<file path="src/hw/rtl/dsfr_pkg.sv">
`default_nettype none

package dsfr_pkg;

    // Input item kinds carried in the slave-side tuser.
    typedef logic [1:0] t_cmd;
    localparam t_cmd CMD_TICK = 2'd0;
    localparam t_cmd CMD_EDGE = 2'd1;
    localparam t_cmd CMD_LOAD = 2'd2;

    // Result kinds carried in the master-side tuser.
    typedef logic t_kind;
    localparam t_kind KIND_TX     = 1'b0;
    localparam t_kind KIND_REPORT = 1'b1;

    localparam logic [7:0]  NO_COMMAND   = 8'hFF;
    localparam logic [15:0] TICK_MAX     = 16'hFFFF;
    localparam logic [15:0] GAP_RESET    = 16'd10;
    localparam logic [1:0]  SEND_MAX     = 2'd3;
    localparam int          INJECT_SLOT  = 16;
    localparam int          SKIP_SLOTS   = 8;
    localparam logic [1:0]  COUNTER_MARK = 2'b11;

    localparam int IN_DATA_W  = 16;
    localparam int OUT_DATA_W = 40;

    // One accepted input item.
    typedef struct packed {
        t_cmd       cmd;
        logic       data_bit;
        logic [7:0] command_byte;
    } t_item;

    // One result item.
    typedef struct packed {
        t_kind      kind;
        logic [7:0] tx_byte;
        logic       minus_flag;
        logic [3:0] hours;
        logic [7:0] minutes;
        logic [7:0] seconds;
        logic [3:0] tape_mode;
        logic       read_only;
    } t_result;

    // Two BCD digits to binary: tens * 10 + units, tens up to 15.
    function automatic logic [7:0] bcd_value(input logic [7:0] v);
        logic [7:0] tens;
        logic [7:0] units;
        tens  = {4'd0, v[7:4]};
        units = {4'd0, v[3:0]};
        return (tens << 3) + (tens << 1) + units;
    endfunction

endpackage

`default_nettype wire

</file>
<file path="src/hw/rtl/deck_status_frame_receiver.sv">
// An input item passes through the input register and then the result register to the
// master side. Throughput: one input item per cycle while no result stalls; each item is
// decoded in a single pass between the two registers, by an engine that also holds state.
// A stalled result holds the input register, so the input side then stops taking items.
// Reset (synchronous, active low) clears the frame store, counters, pending command
// and previous frame, and sets the frame gap register to 10 ticks.
`default_nettype none

module deck_status_frame_receiver
    import dsfr_pkg::*;
#(
    parameter int FRAME_BYTES = 8,
    parameter int STORE_BITS  = 64,
    parameter int FRAME_BITS  = 64
) (
    input  wire logic                  i_clk,
    input  wire logic                  i_rst_n,
    // Configuration write channel: frame_gap_ticks.
    input  wire logic                  i_cfg_valid,
    output logic                       o_cfg_ready,
    input  wire logic [15:0]           i_cfg_data,
    // Input stream.
    input  wire logic                  i_s_tvalid,
    output logic                       o_s_tready,
    input  wire logic [IN_DATA_W-1:0]  i_s_tdata,  // data_bit, command_byte, zero fill
    input  wire logic [1:0]            i_s_tuser,  // cmd
    // Result stream.
    output logic                       o_m_tvalid,
    input  wire logic                  i_m_tready,
    output logic [OUT_DATA_W-1:0]      o_m_tdata,  // tx_byte, minus_flag, hours, minutes,
                                                   // seconds, tape_mode, read_only, zero fill
    output logic                       o_m_tuser   // kind
);

    logic [15:0] r_gap;
    logic        r_out_valid;
    t_result     r_out;

    t_item       in_item;
    t_item       head_item;
    logic        head_valid;
    logic        advance;
    logic        fire;
    logic        res_valid;
    t_result     result;

    // Configuration register; always ready.
    assign o_cfg_ready = 1'b1;

    always_ff @(posedge i_clk) begin
        if (!i_rst_n) begin
            r_gap <= GAP_RESET;
        end else if (i_cfg_valid) begin
            r_gap <= i_cfg_data;
        end
    end

    // Unpack the input transfer.
    assign in_item.cmd          = i_s_tuser;
    assign in_item.data_bit     = i_s_tdata[0];
    assign in_item.command_byte = i_s_tdata[8:1];

    // The head item moves on when the result register is free or draining.
    assign advance = !r_out_valid || i_m_tready;
    assign fire    = head_valid && advance;

    dsfr_in_reg u_in_reg (
        .i_clk     (i_clk),
        .i_rst_n   (i_rst_n),
        .i_valid   (i_s_tvalid),
        .o_ready   (o_s_tready),
        .i_item    (in_item),
        .i_advance (advance),
        .o_valid   (head_valid),
        .o_item    (head_item)
    );

    dsfr_engine #(
        .FRAME_BYTES (FRAME_BYTES),
        .STORE_BITS  (STORE_BITS),
        .FRAME_BITS  (FRAME_BITS)
    ) u_engine (
        .i_clk       (i_clk),
        .i_rst_n     (i_rst_n),
        .i_fire      (fire),
        .i_item      (head_item),
        .i_gap       (r_gap),
        .o_res_valid (res_valid),
        .o_result    (result)
    );

    // Result register.
    always_ff @(posedge i_clk) begin
        if (!i_rst_n) begin
            r_out_valid <= 1'b0;
        end else if (fire) begin
            r_out_valid <= res_valid;
        end else if (i_m_tready) begin
            r_out_valid <= 1'b0;
        end
    end

    always_ff @(posedge i_clk) begin
        if (fire && res_valid) begin
            r_out <= result;
        end
    end

    assign o_m_tvalid = r_out_valid;
    assign o_m_tuser  = r_out.kind;
    assign o_m_tdata  = {6'd0, r_out.read_only, r_out.tape_mode, r_out.seconds,
                         r_out.minutes, r_out.hours, r_out.minus_flag, r_out.tx_byte};

endmodule

`default_nettype wire

</file>
<file path="src/hw/rtl/dsfr_in_reg.sv">
`default_nettype none

module dsfr_in_reg
    import dsfr_pkg::*;
(
    input  wire logic  i_clk,
    input  wire logic  i_rst_n,
    input  wire logic  i_valid,
    output logic       o_ready,
    input  wire t_item i_item,
    input  wire logic  i_advance,
    output logic       o_valid,
    output t_item      o_item
);

    logic  r_valid;
    t_item r_item;

    // The stage takes a new transfer when empty or when its item moves on.
    assign o_ready = !r_valid || i_advance;

    always_ff @(posedge i_clk) begin
        if (!i_rst_n) begin
            r_valid <= 1'b0;
        end else if (i_valid && o_ready) begin
            r_valid <= 1'b1;
        end else if (i_advance) begin
            r_valid <= 1'b0;
        end
    end

    // Payload needs no reset.
    always_ff @(posedge i_clk) begin
        if (i_valid && o_ready) begin
            r_item <= i_item;
        end
    end

    assign o_valid = r_valid;
    assign o_item  = r_item;

endmodule

`default_nettype wire

</file>
<file path="src/hw/rtl/dsfr_engine.sv">
`default_nettype none

module dsfr_engine
    import dsfr_pkg::*;
#(
    parameter int FRAME_BYTES = 8,
    parameter int STORE_BITS  = 64,
    parameter int FRAME_BITS  = 64
) (
    input  wire logic        i_clk,
    input  wire logic        i_rst_n,
    input  wire logic        i_fire,
    input  wire t_item       i_item,
    input  wire logic [15:0] i_gap,
    output logic             o_res_valid,
    output t_result          o_result
);

    localparam int POS_W   = $clog2(STORE_BITS + 1);
    localparam int FRAME_W = FRAME_BYTES * 8;

    logic [STORE_BITS-1:0] r_store;
    logic [POS_W-1:0]      r_pos;
    logic [15:0]           r_ticks;
    logic [7:0]            r_pending;
    logic [1:0]            r_sends;
    logic [FRAME_W-1:0]    r_prev;

    logic [STORE_BITS-1:0] n_store;
    logic [POS_W-1:0]      n_pos;
    logic [15:0]           n_ticks;
    logic [7:0]            n_pending;
    logic [1:0]            n_sends;
    logic [FRAME_W-1:0]    n_prev;

    logic                  restart;
    logic [POS_W-1:0]      pos_eff;
    logic                  store_wr;
    logic [POS_W-1:0]      pos_next;
    logic [1:0]            sends_inc;
    logic [FRAME_W-1:0]    frame;
    logic [7:0]            cur_byte [FRAME_BYTES];

    // Frame restart test and store write slot.
    assign restart  = r_ticks > i_gap;
    assign pos_eff  = restart ? '0 : r_pos;
    assign store_wr = (i_item.cmd == CMD_EDGE) && (32'(pos_eff) < STORE_BITS);
    assign pos_next = store_wr ? pos_eff + POS_W'(1) : pos_eff;
    assign sends_inc = (r_sends != SEND_MAX) ? r_sends + 2'd1 : r_sends;

    // Store with the new bit written in.
    always_comb begin
        for (int k = 0; k < STORE_BITS; k++) begin
            n_store[k] = (store_wr && (pos_eff == POS_W'(k))) ? i_item.data_bit : r_store[k];
        end
    end

    // Frame view of the updated store; bits past the store read as zero.
    genvar gj, gi, gb;
    generate
        for (gj = 0; gj < FRAME_W; gj++) begin : g_frame
            if (gj < STORE_BITS) begin : g_in
                assign frame[gj] = n_store[gj];
            end else begin : g_out
                assign frame[gj] = 1'b0;
            end
        end
        // The first bit received in each byte is its most significant bit.
        for (gi = 0; gi < FRAME_BYTES; gi++) begin : g_byte
            for (gb = 0; gb < 8; gb++) begin : g_bit
                assign cur_byte[gi][7-gb] = frame[gi*8 + gb];
            end
        end
    endgenerate

    // Next state and result for the item at the head of the input register.
    always_comb begin
        n_pos       = r_pos;
        n_ticks     = r_ticks;
        n_pending   = r_pending;
        n_sends     = r_sends;
        n_prev      = r_prev;
        o_res_valid = 1'b0;
        o_result    = '0;
        case (i_item.cmd)
            CMD_TICK: begin
                if (r_ticks != TICK_MAX) begin
                    n_ticks = r_ticks + 16'd1;
                end
            end
            CMD_LOAD: begin
                n_pending = i_item.command_byte;
                n_sends   = 2'd0;
            end
            CMD_EDGE: begin
                if (restart) begin
                    n_ticks = '0;
                end
                n_pos = pos_next;
                if ((pos_next == POS_W'(INJECT_SLOT)) && (r_pending != NO_COMMAND)) begin
                    // Command injection: send it and skip its byte slots.
                    o_res_valid      = 1'b1;
                    o_result.kind    = KIND_TX;
                    o_result.tx_byte = r_pending;
                    n_sends          = sends_inc;
                    if (sends_inc > 2'd2) begin
                        n_pending = NO_COMMAND;
                    end
                    n_pos = pos_next + POS_W'(SKIP_SLOTS);
                end else if ((32'(pos_next) >= FRAME_BITS) && (frame != r_prev)) begin
                    // A changed full frame; only counter frames are reported.
                    n_prev = frame;
                    if (cur_byte[0][1:0] == COUNTER_MARK) begin
                        o_res_valid         = 1'b1;
                        o_result.kind       = KIND_REPORT;
                        o_result.minus_flag = cur_byte[4][4];
                        o_result.hours      = cur_byte[4][3:0];
                        o_result.minutes    = bcd_value(cur_byte[5]);
                        o_result.seconds    = bcd_value(cur_byte[6]);
                        o_result.tape_mode  = cur_byte[3][3:0];
                        o_result.read_only  = cur_byte[3][7];
                    end
                end
            end
            default: begin
            end
        endcase
    end

    // State registers, updated only when an item is processed.
    always_ff @(posedge i_clk) begin
        if (!i_rst_n) begin
            r_store   <= '0;
            r_pos     <= '0;
            r_ticks   <= '0;
            r_pending <= NO_COMMAND;
            r_sends   <= '0;
            r_prev    <= '0;
        end else if (i_fire) begin
            if (i_item.cmd == CMD_EDGE) begin
                r_store <= n_store;
            end
            r_pos     <= n_pos;
            r_ticks   <= n_ticks;
            r_pending <= n_pending;
            r_sends   <= n_sends;
            r_prev    <= n_prev;
        end
    end

endmodule

`default_nettype wire

</file>
<file path="config.mk">
export PLATFORM = sky130hd
export DESIGN_NAME = deck_status_frame_receiver
export DESIGN_NICKNAME = d
export VERILOG_FILES = /design/src/hw/rtl/dsfr_pkg.sv /design/src/hw/rtl/deck_status_frame_receiver.sv /design/src/hw/rtl/dsfr_in_reg.sv /design/src/hw/rtl/dsfr_engine.sv
export SDC_FILE = /design/constraint.sdc
export NUM_CORES = 1
export LEC_CHECK = 0
export BUFFER_PORTS_ARGS = -buffer_cell sky130_fd_sc_hd__buf_2
export CORE_MARGIN = 2
export CORE_UTILIZATION = 45
export DETAILED_ROUTE_END_ITERATION = 6
export PLACE_DENSITY = 0.7
export REMOVE_ABC_BUFFERS = 1
export SETUP_SLACK_MARGIN = 0.1
export SLEW_MARGIN = 20
export SYNTH_ARGS = -nofsm -noshare
export SYNTH_HDL_FRONTEND = slang
export SYNTH_SLANG_ARGS = --single-unit
</file>
<file path="constraint.sdc">
create_clock -name i_clk -period 12.98 [get_ports i_clk]
set_input_delay 0.649 -clock i_clk [delete_from_list [all_inputs] [get_ports i_clk]]
set_output_delay 0.649 -clock i_clk [all_outputs]
set_load 0.05 [all_outputs]
</file>
; ---- Yosys cells after proc, flatten, opt, wreduce, memory -nomap -nowiden
; Cells that the tools add are included.
[word_totals]
latch_bits = 0
memories = 0
elab_cells = 283
ramBits = 0
rom_bits = 0
out_inout_bits = 44
in_bits = 39
ff_bits = 225
[op_classes]
mux = 84
shift = 0
add_sub_neg = 8
n_eq_ne = 75
div = 0
n_reduce_logical = 88
bitwise = 4
order_cmp = 4
multipliers = 0
[op_table]
columns = cell, n
row1 = $eq 7x6->1 const B, 32
row2 = $eq 7x5->1 const B, 17
row3 = $mux 1, 72
row4 = $logic_and 1x1->1, 70
row5 = $ne 64x64->1, 1
row6 = $eq 7x4->1 const B, 8
row7 = $mux 16, 2
row8 = $pmux 16 s2, 1
row9 = $eq 7x3->1 const B, 4
row10 = $mux 7, 3
row11 = $add 16x1->16 const B, 1
row12 = $add 7x5->8, 2
row13 = $add 8x4->8, 2
row14 = $gt 16x16->1, 1
row15 = $mux 8, 2
row16 = $ne 16x16->1 const B, 1
row17 = $pmux 8 s2, 1
row18 = $eq 7x2->1 const B, 2
row19 = $reduce_and 4->1, 3
row20 = $ne 2x1->1 const B, 4
row21 = $ne 8x8->1 const B, 1
row22 = $reduce_bool 2->1, 4
row23 = $add 7x1->7 const B, 1
row24 = $add 7x4->7 const B, 1
row25 = other kinds (19), 27

; ---- Longest topological paths before layout
; Gate-level depths: netlist (run 1).
[logic_depth]
depth_word = 12
depth_mapped = 27
mapped_depth_nobuf = 23

; ---- Modules after synthesis
; A second synthesis (run 1) with hierarchy kept.
[unflattened]
hier_cells = 1609
area_unflattened_um2 = 13499.2
[modules_own_cells]
columns = module, cells_per_inst, seq_area_each_um2, instances, area_each_um2
row1 = dsfr_engine, 1492, 3223.1, 1, 11339.6
row2 = deck_status_frame_receiver, 101, 1391.3, 1, 1771.7
row3 = dsfr_in_reg, 16, 350.3, 1, 387.9

; ---- Least setup slack after synthesis (run 1)
; Ideal clock, no wire load.
[synth_timing]
kind = register to register
startpoint = reg r_gap[6]
endpoint = reg r_out (netlist bit o_m_tdata[0]) (enable)
required_ps = 12554
arrival_time_ps = 5391
n_path_buf = 4
path_stages_with_launch = 24
setup_ps = 426
period_less_slack_ps = 5817
setup_slack_ps = 7163
cell_sequence = dfxtp_1 inv_1 ha_1 a41o_1 a21oi_1 nor3_1 or4_1 buf_2 buf_4 nand2_2 buf_2 and2_1 ha_1 clkbuf_1 nand2_1 nor3_1 o211ai_1 a32o_1 nor4_1 nand4_1 nand4b_1 nor4_4 a21oi_1 o21a_1
[synth_between]
elab_chain_len = 12
word_cells_on_any_way = 209
cone_classes = add/sub: 1 / order compare: 3 / eq/ne: 66 / mux: 70 / reduce/logical: 69
[synth_lines]
columns = item, line
row1 = from (decl), deck_status_frame_receiver.sv:35  ; logic [15:0] r_gap;
row2 = from (signal assigned), deck_status_frame_receiver.sv:54  ; r_gap <= i_cfg_data;
row3 = $gt 16x16->1 *, dsfr_engine.sv:45  ; assign restart = r_ticks > i_gap;
row4 = $mux 7 *, dsfr_engine.sv:46  ; assign pos_eff = restart ? '0 : r_pos;
row5 = "parallel branches: the longest is 7 deep, another holds $lt 7x7->1", n/a
row6 = $mux 1 *, dsfr_engine.sv:100  ; if ((pos_next == POS_W'(INJECT_SLOT)) && (r_pending != NO_COMMAND)) begin
row7 = $mux 1 *, dsfr_engine.sv:85  ; case (i_item.cmd)
row8 = $logic_and 1x1->1 *, deck_status_frame_receiver.sv:104  ; if (fire && res_valid) begin
row9 = to (signal assigned), deck_status_frame_receiver.sv:105  ; r_out <= result;
row10 = to (decl), deck_status_frame_receiver.sv:37  ; t_result r_out;
; Mark *: on every way between the ends.
; A chain may end at the register's enable or synchronous reset.

; ---- Worst setup path in the final report (run 1)
[layout_timing]
startpoint = reg r_gap[15]
endpoint = reg u_engine.r_prev[2]
[layout_between]
elab_chain_len = 9
word_cells_on_any_way = 205
cone_classes = add/sub: 1 / order compare: 3 / eq/ne: 65 / mux: 66 / bitwise: 1 / reduce/logical: 69
[layout_lines]
columns = item, line
row1 = $gt 16x16->1 *, dsfr_engine.sv:45
row2 = $mux 7 *, dsfr_engine.sv:46
row3 = "parallel branches: the longest is 7 deep, another holds $lt 7x7->1", n/a
row4 = to (signal assigned), dsfr_engine.sv:147  ; r_prev <= n_prev;
row5 = to (decl), dsfr_engine.sv:27  ; logic [FRAME_W-1:0] r_prev;
; Marked as above.

==> results.cfg, run 1 <==
[timing]
clock.fmax_mhz = 126
period_share = 0.613
period_needed_ns = 7.96
rsz0062_at_grt = false
worst_clock_skew_ns = 0.0252
final-hold-violation-count = 0
finalSetupViolations = 0
final_max_slew_viol_count = 0
fin_tns_setup_ns = 0
max_slew_margin = 0.225
tightest_slew_ns = 1.13

[die]
die_y_um = 176
start_util = 0.454
ios = 83
die_w_um = 176
core_area_sq_mm = 0.0295
die_area_sq_mm = 0.0311
rows = 63

[worst_setup_path]
path_cells = inv_1, ha_1, nand4_1, nor3_1, a21boi_1, or4_1, buf_4, nand2_2, and2_1, inv_1, ha_1, nand2_1, nor2_1, o21ai_0, nor2_1, o31ai_1, a2111oi_0, nand3_1, nor4_4, and2_2, buf_4, o221a_2
cp-start-kind = flip-flop
slowest_stage = a2111oi_0
end_kind = flip-flop
r2r_slack_ns = 5.02
critical-path-max-stage-delay_ns = 0.92
crit_fanout = 32
arrival_ns = 8.44
crit_buf_inv = 4
worstSetupPathType = reg -> reg
required_ns = 13.46
crit_family = simple AND/OR/NAND/NOR gates

[run]
cap_violations = 0

[route]
first_pass_iters = 6
final_antenna_net_count = 0
routed_wl_um = 47000
drc = 0
wl_per_cell_um = 23.4
vias_per_cell = 6.34
num_vias = 12700
drt_iter0_drc = 1448

[pwr]
p_switching_uw = 413
switching_share = 0.257
p_per_area_mw_per_mm2 = 109
comb_power_share = 0.088
power_frac_seq = 0.453
internal_power_mw = 1.19
ir_drop_uv = 104
power_frac_clock = 0.459
static-leakage-power_nw = 5.17

[yosys]
netlist_instances = 1588
ys_top_cells_by_count = dfxtp_1 (179), nand2_1 (175), nor2_1 (134), clkbuf_1 (90), a21oi_1 (82)
yosysSeqAreaShare = 0.371
yosysTopAreaCell = dfxtp_1
ys_async_sr_fraction = 0
synth_top_area_share = 0.268
syn_avg_cell_area_sq_um = 8.43
syn-cell-area_sq_mm = 0.0134
ys_ff_latch = 225
synth_area_leaders = dfxtp_1 (27%), edfxtp_1 (10%), mux2i_1 (5.4%)
synth.most_common_cell = dfxtp_1
synth.distinct_cells = 80
synth_ff_type = dfxtp_1
synth_edf_count = 46
yosys_warnings = 0

[place]
place_congestion = 1.01
postPlaceCellArea_sq_mm = 0.0139
dpl.cell_count = 1959
dp_hpwl_um = 32100
io_buffers = 68

[global_route]
grt_pass1_vias = 12000
overflow = 0
antenna_found_initial = 0
grt_usage = 0.297
grt_max_degree = 83
grt_pass1_wl_um = 71700

[clocking]
hold_buffers = 0
insertion_delay_ns = 0.55
clockBufferDepth = 3
clkSinkCount = 225
ctsResizeCount = 0
cts_buffers = 26
cts_tree = done
clkTransAtPathRegs_ns = 0.06
post_cts_buffers = 0
htree_levels = 1
root_buffer = clkbuf_16

[finish]
nets = 1675
drive_above_1_share = 0.0977
antenna_cells = 0
area_delta_synth_final_pct = 10.5
postLayoutCellArea_sq_mm = 0.0148
stdcell_count = 2008
fin_util = 0.501

[run_status]
outcome = finished, final reports clean

[min_path]
min_path_type = in -> reg
[flip-flops by register name, indices dropped and copies added (netlist names), 2 cells and up]
| name | count |
|---|---|
| o_m_tdata | 34 |
| r_gap | 16 |
| u_engine.r_pending | 8 |
| u_engine.r_pos | 7 |
| u_engine.r_prev | 64 |
| u_engine.r_sends | 2 |
| u_engine.r_store | 64 |
| u_engine.r_ticks | 16 |
| u_in_reg.o_item | 11 |
[per-layer routing]
layer	vias up	wire length [um]	share of wire	track usage
li1	5865	-	-	-
met1	6055	19400	0.41	0.389
met2	651	20600	0.44	0.463
met3	168	4140	0.088	0.0573
met4	0	2890	0.061	0.156
met5	-	0	0	0
[through the flow]
step | total power, mW | hold slack [ns] | worst slack (ns)
floorplan | 0.821 | 0.431 | 4.78
global placement | 0.878 | 0.443 | 5.32
detailed placement | 0.881 | 0.461 | 5.34
CTS | 1.61 | 0.278 | 5.28
global route | 1.65 | 0.280 | 4.73
finish | 1.61 | 0.296 | 5.02
[power by group through the flow]
stage                     registers (mW)  clock network, mW  logic [mW]
after floorplan                    0.745                  0      0.0758
after global placement             0.742                  0       0.136
after detailed placement           0.742                  0       0.138
after CTS                          0.727              0.747       0.139
after global routing               0.728              0.771       0.151
final                              0.727              0.736       0.142
[cells in the final DEF (no fill, tap or decap), types with 43 or more instances in the layout]
master / instances
o21ai_0: 73
edfxtp_1: 46
nor2_1: 133
nand3_1: 65
a211oi_1: 43
nand2_1: 175
a21oi_1: 81
mux2i_1: 72
inv_1: 60
o221a_1: 50
buf_2: 68
dfxtp_1: 179
[worst paths after layout]
path	end	from	cells past startpoint
setup / recovery	u_engine.r_prev[2]	r_gap[15]	22
hold / removal	u_in_reg.o_item[0]	i_s_tdata[1]	1
setup reg to reg	u_engine.r_prev[2]	r_gap[15]	22
hold reg to reg	u_engine.r_store[21]	u_engine.r_store[21]	2
[cells by family after synthesis]
kind of cell	share of synthesized area
simple gates	0.224
fa+ha+maj	0.0378
xor+xnor	0.0249
mux	0.0555
other cells	0.000561
buf+inv	0.0584
flops	0.371
compound gates	0.228
[area by class of cell]
type,count,area [sq um]
inverter,61,229
fill,2836,14700
tap,390,488
timing repair buffer,96,554
clock buffer,32,694
clock inverter,16,149
sequential,225,4960
multi-input combinational,1188,7700
(Power assumes the default switching activity.)
==> inputs of run 2 (changes only) <==
Settings changed: ABC_AREA from default to 1, PLACE_DENSITY 0.7 to 0.73.
Clock period 12.98 ns to 6.6 ns, I/O delays scaled along.
==> run 2 against run 1 <==
Against the previous run: the flow now finishes with violations (DRC); synthesized cell count rose by 17%; global-route usage shrank 7.6 points; fmax grew 53%; critical endpoint is now o_m_tdata[21]; combinational power is 110% higher; utilization rose by 1.2 points; cell area is 3.0% lower; setup slack worse by 3.6 ns; die area shrank 3.9%; sequential share of layout area is 1.0 points higher.
==> results.cfg, run 2 <==
[yosys]
synth_top_family_by_area = simple AND/OR/NAND/NOR gates
synth_ff_type = dfxtp_1
synth.most_common_cell = nand2_1
synth_edf_count = 46
synth_area_leaders = dfxtp_1 (28%), nand2_1 (11%), edfxtp_1 (11%)
synth_adder_area_share = 0.0393
yosys_warnings = 0
yosysSeqAreaShare = 0.386
syn-cell-area_sq_mm = 0.0129
syn_avg_cell_area_sq_um = 6.94
ys_async_sr_fraction = 0
ys_ff_latch = 225
synth.distinct_cells = 46
ys_top_cells_by_count = nand2_1 (386), inv_1 (270), nor2_1 (200), nand3_1 (189), dfxtp_1 (179)
synth_xor_area_frac = 0.00613
synth-compound-area-share = 0.135
synth-simple-area-share = 0.314
yosysTopAreaCell = dfxtp_1
synth_top_area_share = 0.279
netlist_instances = 1851
synthMuxAreaShare = 0

[clocking]
cts_buffers = 25
root_buffer = clkbuf_16
clkSinkCount = 225
clockBufferDepth = 3
insertion_delay_ns = 0.53
htree_levels = 1
cts_tree = done
clkTransAtPathRegs_ns = 0.06
post_cts_buffers = 0

[worst_setup_path]
rr_endpoint = o_m_tdata[21]
required_ns = 6.78
critical_path.startpoint = r_gap[5]
critical-path-max-stage-delay_ns = 0.53
worstSetupPathType = reg -> reg
r2r_start = r_gap[5]
crit_fanout = 33
crit_path_frequent_cell = nand2_1
arrival_ns = 5.37
end_kind = flip-flop
r2r_cells = 29
r2r_slack_ns = 1.41
slowest_stage = nand2_2
endpoint = o_m_tdata[21]
cp-start-kind = flip-flop

[route]
drc = 2
final_antenna_net_count = 0
first_pass_iters = 7
routed_wl_um = 33100
drt_iter0_drc = 899
wl_per_cell_um = 14.5
num_vias = 12100
vias_per_cell = 5.33

[place]
postPlaceCellArea_sq_mm = 0.0133
place_ws_ns = 1.49
io_buffers = 68
place_congestion = 0.861
dp_hpwl_um = 21100
dpl.cell_count = 2218

[pwr]
comb_power_share = 0.092
ir_drop_uv = 164
p_per_area_mw_per_mm2 = 228
internal_power_mw = 2.45
power_mw = 3.27
power_frac_clock = 0.464
switching_share = 0.249
p_switching_uw = 815
power_frac_seq = 0.445
static-leakage-power_nw = 6.63

[timing]
max_slew_margin = 0.264
clock.fmax_mhz = 193
holdWs_ns = 0.0311
fin_tns_setup_ns = 0
timing.final.ws_setup_ns = 1.41
period_share = 0.786
rsz0062_at_grt = false
worst_clock_skew_ns = 0.0161
tightest_slew_ns = 1.09
finalSetupViolations = 0
final-hold-violation-count = 0
final_max_slew_viol_count = 0
period_needed_ns = 5.19

[finish]
stdcell_count = 2274
fill_cells = 2662
antenna_cells = 0
ff_latch_area_sq_mm = 0.00496
postLayoutCellArea_sq_mm = 0.0143
multi_input_area_sq_mm = 0.00641
nets = 1955
mostFrequentLayoutCells = nand2_1 (386), inv_1 (270), nor2_1 (198)
area_delta_synth_final_pct = 11.6
fin_util = 0.514
final_common_cell = nand2_1
drive_above_1_share = 0.0886

[die]
die_y_um = 173
die_area_sq_mm = 0.0299
die_w_um = 173
start_util = 0.460
ios = 83
core_area_sq_mm = 0.0279
rows = 61

[global_route]
grt_max_degree = 104
grt_pass1_vias = 11400
overflow = 0
grt_pass1_wl_um = 55600
grt_usage = 0.220
antenna_found_initial = 0

[run_status]
violations = DRC
outcome = finished, violations left

[min_path]
min_path_type = in -> reg

[run]
cap_violations = 0
run 2: what timing repair did:
action	CTS	global route
endpoints found under the hold margin	11	0
hold buffers	11	0
setup endpoints to repair	0	0
gates resized for setup	0	0
run 2: kinds of logic after synthesis:
| group | count (synthesis) |
|---|---|
| simple gates | 898 |
| buf+inv | 372 |
| compound gates | 307 |
| flops | 225 |
| fa+ha+maj | 38 |
| xor+xnor | 9 |
| other cells | 2 |
run 2: worst min path at each step:
| stage | endpoint | slack [ns] | startpoint | cells past startpoint |
|---|---|---|---|---|
| final | r_gap[1] | 0.03 | i_cfg_data[1] | 3 |
| after CTS | r_gap[1] | 0.02 | i_cfg_data[1] | 3 |
| after global placement | r_gap[4] | 0.46 | r_gap[4] | 2 |
| after floorplan | u_engine.r_pending[0] | 0.43 | i_rst_n | 1 |
| after detailed placement | r_gap[4] | 0.46 | r_gap[4] | 2 |
| after global routing | r_gap[1] | 0.06 | i_cfg_data[1] | 3 |
run 2: per-layer routing:
metal	routed length (um)	global-route usage	vias to the layer above
li1	-	-	6139
met1	14600	0.286	5555
met2	15500	0.383	366
met3	2180	0.0290	67
met4	843	0.0653	0
met5	0	0	-
run 2: power groups by stage:
| stage | sequential (mW) | combinational [mW] | clock (mW) |
|---|---|---|---|
| 2_1_floorplan | 1.48 | 0.195 | 0 |
| 3_5_place_dp | 1.48 | 0.291 | 0 |
| 4_1_cts | 1.45 | 0.298 | 1.54 |
| 5_1_grt | 1.46 | 0.338 | 1.59 |
| 6_report | 1.45 | 0.300 | 1.52 |
| 3_3_place_gp | 1.48 | 0.285 | 0 |
run 2: worst max-delay path, delay by kind of cell (launching register included):
family / cells / cell delay [ns]
AO/OA/AOI/OAI: 1 / 0.16
adder cells (fa/ha/maj): 2 / 0.54
buffers and inverters: 4 / 0.93
flip-flops: 1 / 0.31
AND/OR/NAND/NOR: 22 / 2.86
run 2: area by class of cell:
type / instances / share of cell area
inverter: 274 / 0.0717
timing repair buffer: 93 / 0.0406
tap: 378 / 0.0330
clock buffer: 31 / 0.0480
sequential: 225 / 0.346
multi-input combinational: 1259 / 0.447
clock inverter: 14 / 0.0141
